## config.mk

```make
export PLATFORM = sky130hd
export DESIGN_NAME = rotation_matrix_to_quaternion
export DESIGN_NICKNAME = d
export VERILOG_FILES = /design/src/hw/rtl/rmq_pkg.sv /design/src/hw/rtl/rmq_front.sv /design/src/hw/rtl/rmq_sqrt_lane.sv /design/src/hw/rtl/rmq_merge.sv /design/src/hw/rtl/rotation_matrix_to_quaternion.sv
export SDC_FILE = /design/constraint.sdc
export NUM_CORES = 2
export LEC_CHECK = 0
export BUFFER_PORTS_ARGS = -buffer_cell sky130_fd_sc_hd__buf_4
export CAP_MARGIN = 20
export CORE_MARGIN = 8
export CORE_UTILIZATION = 45
export CTS_CLUSTER_DIAMETER = 80
export CTS_CLUSTER_SIZE = 24
export DETAILED_ROUTE_END_ITERATION = 8
export GPL_TIMING_DRIVEN = 0
export PLACE_DENSITY_LB_ADDON = 0.25
export SLEW_MARGIN = 0
export SYNTH_ARGS = -nofsm -noshare
export SYNTH_HDL_FRONTEND = slang
export SYNTH_MEMORY_MAX_BITS = 65536
export SYNTH_SLANG_ARGS = --single-unit
```

## constraint.sdc

```tcl
create_clock -name clk_i -period 3.9 [get_ports clk_i]
set_input_delay 0.195 -clock clk_i [delete_from_list [all_inputs] [get_ports clk_i]]
set_output_delay 0.195 -clock clk_i [all_outputs]
set_load 0.1 [all_outputs]
```

## src/hw/rtl/rmq_pkg.sv

```systemverilog
// Shared constants, widths and types of the rotation matrix to quaternion block.
`timescale 1ns / 1ps

package rmq_pkg;

  // Fixed point scale of matrix elements and quaternion parts
  localparam int unsigned FRAC_BITS = 14;
  localparam int unsigned ONE       = 1 << FRAC_BITS;

  // Field widths
  localparam int unsigned ELEM_W = 16;
  localparam int unsigned QW_W   = 15;
  localparam int unsigned QV_W   = 16;

  // Trace combination: ONE plus three sign-extended elements
  localparam int unsigned SUM_W   = ((FRAC_BITS > 17) ? FRAC_BITS : 17) + 3;
  localparam int unsigned COMB_W  = SUM_W - 1;
  localparam int unsigned RAD_RAW = COMB_W + FRAC_BITS;
  localparam int unsigned RAD_W   = RAD_RAW + (RAD_RAW % 2);
  localparam int unsigned RT_W    = RAD_W / 2;
  localparam int unsigned REM_W   = RT_W + 3;

  // Lanes, one per quaternion component
  localparam int unsigned LANES  = 4;
  localparam int unsigned LANE_W = 0;
  localparam int unsigned LANE_X = 1;
  localparam int unsigned LANE_Y = 2;
  localparam int unsigned LANE_Z = 3;

  // Pipeline depth from start to done: front stage, root stages, merge stage
  localparam int unsigned LATENCY = RT_W + 2;

  typedef struct packed {
    logic signed [ELEM_W-1:0] north_x;
    logic signed [ELEM_W-1:0] north_y;
    logic signed [ELEM_W-1:0] north_z;
    logic signed [ELEM_W-1:0] east_x;
    logic signed [ELEM_W-1:0] east_y;
    logic signed [ELEM_W-1:0] east_z;
    logic signed [ELEM_W-1:0] down_x;
    logic signed [ELEM_W-1:0] down_y;
    logic signed [ELEM_W-1:0] down_z;
  } item_t;

  typedef struct packed {
    logic        [QW_W-1:0] quat_w;
    logic signed [QV_W-1:0] quat_x;
    logic signed [QV_W-1:0] quat_y;
    logic signed [QV_W-1:0] quat_z;
  } result_t;

  // Sign of one vector part, taken from its element difference
  typedef struct packed {
    logic zero;
    logic neg;
  } sgn_t;

  // Sideband that travels beside the root lanes
  typedef struct packed {
    logic valid;
    sgn_t x;
    sgn_t y;
    sgn_t z;
  } side_t;

endpackage

```

## src/hw/rtl/rmq_front.sv

```systemverilog
// Front stage: trace combinations, clamping, radicands and sign codes.
`timescale 1ns / 1ps

module rmq_front (
  input  logic                                  clk_i,
  input  logic                                  rst_ni,
  input  logic                                  valid_i,
  input  rmq_pkg::item_t                        item_i,
  output logic [rmq_pkg::LANES-1:0][rmq_pkg::RAD_W-1:0] rad_o,
  output rmq_pkg::side_t                        side_o
);
  import rmq_pkg::*;

  logic signed [SUM_W-1:0] one_s, r00, r11, r22;
  logic signed [SUM_W-1:0] comb [LANES];
  logic [LANES-1:0][RAD_W-1:0] rad_d, rad_q;
  side_t side_d, side_q;

  // Sign-extend the diagonal
  assign one_s = SUM_W'(ONE);
  assign r00   = SUM_W'(item_i.north_x);
  assign r11   = SUM_W'(item_i.east_y);
  assign r22   = SUM_W'(item_i.down_z);

  // Form the four trace combinations
  assign comb[LANE_W] = one_s + r00 + r11 + r22;
  assign comb[LANE_X] = one_s + r00 - r11 - r22;
  assign comb[LANE_Y] = one_s - r00 + r11 - r22;
  assign comb[LANE_Z] = one_s - r00 - r11 + r22;

  // Clamp at zero and scale up by the fraction width
  always_comb begin
    for (int l = 0; l < LANES; l++) begin
      if (comb[l] <= 0) begin
        rad_d[l] = '0;
      end else begin
        rad_d[l] = RAD_W'({comb[l][COMB_W-1:0], {FRAC_BITS{1'b0}}});
      end
    end
  end

  // Signs come from element comparisons, no subtraction needed
  always_comb begin
    side_d.valid  = valid_i;
    side_d.x.zero = (item_i.east_z == item_i.down_y);
    side_d.x.neg  = (item_i.east_z <  item_i.down_y);
    side_d.y.zero = (item_i.down_x == item_i.north_z);
    side_d.y.neg  = (item_i.down_x <  item_i.north_z);
    side_d.z.zero = (item_i.north_y == item_i.east_x);
    side_d.z.neg  = (item_i.north_y <  item_i.east_x);
  end

  // Radicands carry no reset
  always_ff @(posedge clk_i) begin
    rad_q <= rad_d;
  end

  always_ff @(posedge clk_i or negedge rst_ni) begin
    if (!rst_ni) begin
      side_q <= '0;
    end else begin
      side_q <= side_d;
    end
  end

  assign rad_o  = rad_q;
  assign side_o = side_q;

endmodule

```

## src/hw/rtl/rmq_sqrt_lane.sv

```systemverilog
// Pipelined floor integer square root, one root bit per stage.
`timescale 1ns / 1ps

module rmq_sqrt_lane (
  input  logic                     clk_i,
  input  logic [rmq_pkg::RAD_W-1:0] rad_i,
  output logic [rmq_pkg::RT_W-1:0]  root_o
);
  import rmq_pkg::*;

  logic [REM_W-1:0] rem_q  [RT_W];
  logic [RT_W-1:0]  root_q [RT_W];
  logic [RAD_W-1:0] rad_q  [RT_W];

  for (genvar s = 0; s < RT_W; s++) begin : g_stage
    logic [REM_W-1:0] rem_in, cur, trial;
    logic [RT_W-1:0]  root_in;
    logic [RAD_W-1:0] rad_in;
    logic             ge;

    // Take the previous stage, or the fresh radicand at the head
    if (s == 0) begin : g_head
      assign rem_in  = '0;
      assign root_in = '0;
      assign rad_in  = rad_i;
    end else begin : g_body
      assign rem_in  = rem_q[s-1];
      assign root_in = root_q[s-1];
      assign rad_in  = rad_q[s-1];
    end

    // Bring down two radicand bits and try the next root bit
    assign cur   = {rem_in[REM_W-3:0], rad_in[RAD_W-1 -: 2]};
    assign trial = {1'b0, root_in, 2'b01};
    assign ge    = (cur >= trial);

    always_ff @(posedge clk_i) begin
      rem_q[s]  <= ge ? (cur - trial) : cur;
      root_q[s] <= {root_in[RT_W-2:0], ge};
      rad_q[s]  <= {rad_in[RAD_W-3:0], 2'b00};
    end
  end

  assign root_o = root_q[RT_W-1];

endmodule

```

## src/hw/rtl/rmq_merge.sv

```systemverilog
// Merge stage: halve and saturate the roots, apply signs, register the result word.
`timescale 1ns / 1ps

module rmq_merge (
  input  logic                                 clk_i,
  input  logic                                 rst_ni,
  input  logic [rmq_pkg::LANES-1:0][rmq_pkg::RT_W-1:0] root_i,
  input  rmq_pkg::side_t                       side_i,
  output logic                                 done_o,
  output rmq_pkg::result_t                     result_o
);
  import rmq_pkg::*;

  logic [LANES-1:0][RT_W-2:0] mag;
  logic [QV_W-1:0] vx, vy, vz;
  result_t result_d, result_q;
  logic    done_q;

  // Halve each root and saturate at one
  always_comb begin
    for (int l = 0; l < LANES; l++) begin
      if (root_i[l][RT_W-1:1] > (RT_W-1)'(ONE)) begin
        mag[l] = (RT_W-1)'(ONE);
      end else begin
        mag[l] = root_i[l][RT_W-1:1];
      end
    end
  end

  assign vx = QV_W'(mag[LANE_X]);
  assign vy = QV_W'(mag[LANE_Y]);
  assign vz = QV_W'(mag[LANE_Z]);

  // Apply signs; a zero difference forces the part to zero
  always_comb begin
    result_d.quat_w = QW_W'(mag[LANE_W]);
    result_d.quat_x = side_i.x.zero ? '0 : (side_i.x.neg ? -vx : vx);
    result_d.quat_y = side_i.y.zero ? '0 : (side_i.y.neg ? -vy : vy);
    result_d.quat_z = side_i.z.zero ? '0 : (side_i.z.neg ? -vz : vz);
  end

  always_ff @(posedge clk_i) begin
    result_q <= result_d;
  end

  always_ff @(posedge clk_i or negedge rst_ni) begin
    if (!rst_ni) begin
      done_q <= 1'b0;
    end else begin
      done_q <= side_i.valid;
    end
  end

  assign done_o   = done_q;
  assign result_o = result_q;

endmodule

```

## src/hw/rtl/rotation_matrix_to_quaternion.sv

```systemverilog
// Top level: rotation matrix in Q1.14 to quaternion, four square-root lanes.
// One matrix word is taken on every cycle that start is high (busy stays low),
// and its quaternion appears on result_o with done_o high for exactly one
// cycle, once it has passed through every stage of the pipeline: one stage
// forms the four trace combinations, RT_W stages of each root lane resolve
// one root bit apiece, and one merge stage applies saturation and signs.
// Throughput is one word per cycle; results come out in order and must be
// taken on the cycle they are shown, as the receiver cannot stall them.
`timescale 1ns / 1ps

module rotation_matrix_to_quaternion (
  input  logic             clk_i,
  input  logic             rst_ni,
  input  logic             start,
  output logic             busy,
  input  rmq_pkg::item_t   item_i,
  output logic             done_o,
  output rmq_pkg::result_t result_o
);
  import rmq_pkg::*;

  logic [LANES-1:0][RAD_W-1:0] rad;
  logic [LANES-1:0][RT_W-1:0]  root;
  side_t side_front;
  side_t side_q [RT_W];

  // Every stage moves on each cycle, so a new word is always welcome
  assign busy = 1'b0;

  rmq_front u_front (
    .clk_i   (clk_i),
    .rst_ni  (rst_ni),
    .valid_i (start),
    .item_i  (item_i),
    .rad_o   (rad),
    .side_o  (side_front)
  );

  // One root lane per quaternion component
  for (genvar l = 0; l < LANES; l++) begin : g_lane
    rmq_sqrt_lane u_lane (
      .clk_i  (clk_i),
      .rad_i  (rad[l]),
      .root_o (root[l])
    );
  end

  // Delay the sideband alongside the root stages
  always_ff @(posedge clk_i or negedge rst_ni) begin
    if (!rst_ni) begin
      for (int s = 0; s < RT_W; s++) begin
        side_q[s] <= '0;
      end
    end else begin
      side_q[0] <= side_front;
      for (int s = 1; s < RT_W; s++) begin
        side_q[s] <= side_q[s-1];
      end
    end
  end

  rmq_merge u_merge (
    .clk_i    (clk_i),
    .rst_ni   (rst_ni),
    .root_i   (root),
    .side_i   (side_q[RT_W-1]),
    .done_o   (done_o),
    .result_o (result_o)
  );

  // Every accepted word comes out after the fixed latency
  a_start_done : assert property (@(posedge clk_i) disable iff (!rst_ni)
    start |-> ##LATENCY done_o)
    else $error("accepted word did not complete on time");

  // No result without a word accepted at the matching cycle
  a_done_start : assert property (@(posedge clk_i) disable iff (!rst_ni)
    done_o |-> $past(start, LATENCY))
    else $error("result without an accepted word");

  // Scalar part saturates at one
  a_w_range : assert property (@(posedge clk_i) disable iff (!rst_ni)
    done_o |-> (result_o.quat_w <= QW_W'(ONE)))
    else $error("scalar part above one");

  // Equal off-diagonal pair forces x to zero
  a_x_zero : assert property (@(posedge clk_i) disable iff (!rst_ni)
    done_o && $past(item_i.east_z == item_i.down_y, LATENCY) |-> (result_o.quat_x == '0))
    else $error("x part not zero on equal elements");

endmodule

```

==> key figures <==
Floorplanning
  • Initial Utilization: 0.4533
  • Num rows: 162
  • Io pins: 212
  • Core area: 0.1952 mm^2
  • Die area: 0.2111 mm^2
  • Overall die height: 459.4 um
  • Die W: 459.4 um

Timing
  • Endpoints failing hold: 0
  • Fin crit period: 4093 ps
  • Tcrit/Tclk final: 1.050
  • RSZ-0062 raised after global routing: yes
  • Worst slew margin: 0.3475
  • Fmax achieved: 0.2443 GHz
  • Worst setup margin: -193.3 ps
  • Min Hold Slack: 88.98 ps
  • Worst Tran Pin Value: 966.1 ps
  • Max-slew violations: 0
  • Final Skew: 29.47 ps
  • Setup violators final: 14

Logic synthesis
  • Syn Area/Cell: 9.962 um^2
  • Most numerous cell in the Yosys netlist: dfxtp_1
  • Synthesis Warnings: 0
  • Top post-synthesis cells by area: dfxtp_1 47%, ha_1 10%, xnor2_1 4.6%
  • Post-synth cell types: 92
  • Top post-synthesis cells by count: 2063 x dfxtp_1, 889 x inv_1, 732 x ha_1, 669 x nor2_1, 527 x a21oi_1
  • Post-synthesis cell count: 8881
  • Share of the synthesized area in the top cell type: 0.4668
  • Mapped Area: 0.08847 mm^2
  • Async set or reset register ratio after synthesis: 0.05799
  • Cell type contributing the most total cell area after synthesis: dfxtp_1
  • Synth Flop Type: dfxtp_1
  • Seq/Total Area, Yosys: 0.5027
  • Yosys reg bits: 2190
  • Post-synth EDFFs: 0

Global route
  • GRT Util Overall: 0.1461
  • Initial antenna violation count: 2
  • Vias in the first global route: 58170
  • GR Overflow Total: 0
  • First-pass GRT wire length: 270300 um
  • Pin count of the biggest net entering global routing: 89

Route
  • Via/cell ratio: 4.905
  • Drt initial violations: 2820
  • WL/cell: 13.41 um
  • DRC viols: 0
  • WL final: 160200 um
  • Pre-antenna DRT Iters: 5
  • Routed vias: 58600
  • DRT antenna net count: 0

Critical path
  • Worst setup EP type: register
  • CP required: 4520 ps
  • CP arrival: 4710 ps
  • FF-to-FF setup slack: 270 ps
  • CP startpoint kind: input pin
  • Crit path kind: in -> reg
  • Worst-path fanout max: 4

CTS
  • Clock-pin transition on the worst setup and hold timing paths: 90 ps
  • H-tree Lvls: 3
  • CTS tree: built
  • CTS Buf Count: 110
  • Worst-skew pair later-pin latency: 750 ps
  • CTS Root Cell: clkbuf_16
  • Clock buffer depth: 3
  • Clock Sink Count: 2190

Power and ir drop
  • Switching share of power: 0.3512
  • Seq pwr share: 0.464
  • Switching Power: 0.02662 W
  • Power density cells: 772.7 mW/mm^2
  • Peak VDD IR: 0.0004561 V
  • Combinational Power Share: 0.369
  • Leak: 45.75 nW
  • Clock share of power: 0.167
  • Int Pwr: 0.04918 W
  • Tot Pwr: 0.07580 W

Min path
  • Min-Delay Path Class: in -> reg

Status
  • Failing checks: setup timing
  • Status: finished, violations left

Placed design
  • Dpl hpwl: 126500 um
  • Dpl ws: -1447 ps
  • Buffers added on ports: 210
  • Post-Place Cell Area: 0.09361 mm^2
  • GPL Wtd Cong: 0.8844

Flow run
  • Max_cap viols: 0

Layout
  • Fin util: 0.5026
  • Layout cells sized above 1: 0.07390
  • Layout Nets: 10190
  • Final instance area: 0.09810 mm^2
  • Area grow syn2layout: 10.88%
==> metal layers <==
layer	wire, um	vias up	GRT usage
li1	-	30870	-
met2	76150	752	0.2600
met3	4715	248	0.01976
met4	3990	0	0.03910
met5	0	-	0
met1	75380	26730	0.1860
==> cell usage in the layout (no fill, tap or decap), types with 53 or more instances in the layout <==
master	Yosys	layout
nor4_1	132	127
nor3_1	246	243
clkbuf_1	110	113
o21ai_1	57	54
nand3_1	123	123
nor2b_1	93	92
nor2_1	669	661
nand4_1	60	60
or3_1	112	111
dfxtp_1	2063	2063
and2_1	54	53
mux2_2	87	86
a21o_1	155	155
xor2_1	322	319
o21a_1	130	130
o21bai_1	71	71
buf_4	1	233
o31ai_1	65	62
ha_1	732	719
dfrtp_1	127	127
o21ai_0	343	340
xnor2_1	461	454
inv_1	889	883
clkbuf_16	0	112
a211oi_1	60	56
nand2b_1	84	83
nand2_1	480	478
a21oi_1	527	516
==> through the flow <==
stage	cells	setup TNS (ps)
after floorplan	8886	-1256
after global placement	11720	-41440
after detailed placement	11720	-42570
after CTS	11930	-147.9
after global routing	11950	-2969
final	11950	-927.1
==> layout make-up <==
cell class	instances	area, um^2
flip-flops and latches	2190	44480
diodes	1	2.502
inverters	897	3403
clock inverters	37	520.5
well taps	2624	3283
plain buffers	117	508.0
multi-input cells	5674	40760
fillers	17480	97100
repair buffers	274	2241
clock buffers	134	2903
==> repair_timing <==
action	CTS	global route
setup buffers	10	19
hold buffers	31	0
gates resized for setup	30	86
cloned	0	3
hold endpoints to repair	139	0
pin swaps	19	47
setup endpoints to repair	19	163
==> worst paths after layout <==
path / startpoint / end / depth (start not counted)
max in group asynchronous: rst_ni / side_q[26] / 4
worst min-delay path: item_i[71] / u_front.rad_o[21] / 5
worst min register to register: g_lane[3].u_lane.rad_q[0][151] / g_lane[3].u_lane.rad_q[0][185] / 0
worst max register to register: g_lane[0].u_lane.root_q[11][0] / g_lane[0].u_lane.rem_q[0][248] / 14
min in group asynchronous: rst_ni / u_merge.done_o / 4
worst max-delay path: item_i[131] / u_front.rad_o[123] / 22
==> critical path, cell delays in order <==
cell and delay [ps]:
buf_12 100, nor3_4 180, nand2b_1 130, nor4_4 160
nand2_1 130, or2_4 270, nor4_4 310, xnor2_2 100
ha_1 340, inv_2 60, or4_4 550, o311ai_4 350
xor2_2 290, ha_4 270, nand2_2 80, or2_4 120
a211oi_2 30, a311oi_2 290, nand2_1 100, nor4b_2 250
a21oi_1 90, o31a_1 290
==> kinds of logic after synthesis <==
kind of cell | share of synthesized area
flip-flops | 0.5027
adder cells (fa/ha/maj) | 0.1135
buffers and inverters | 0.04349
multiplexers | 0.01329
AO/OA/AOI/OAI | 0.1186
XOR/XNOR | 0.07751
other | 0.00004238
AND/OR/NAND/NOR | 0.1309
==> sequential cells by signal, indices dropped and copies added (netlist names) <==
register	flops
side_q	119
u_front.side_o	7
u_merge.result_o	63
g_lane.u_lane.root_q	608
u_front.rad_o	76
g_lane.u_lane.rem_q	956
g_lane.u_lane.rad_q	360
u_merge.done_o	1
==> power groups by stage <==
stage                     clock network (W)  registers [W]  logic [W]
after global routing                 0.0141         0.0361     0.0316
after global placement                    0         0.0355     0.0269
after detailed placement                  0         0.0357     0.0276
final                                0.0127         0.0352     0.0280
after CTS                            0.0132         0.0352     0.0279
after floorplan                           0         0.0357     0.0210
Note: power is estimated with default switching activity, not from simulation.
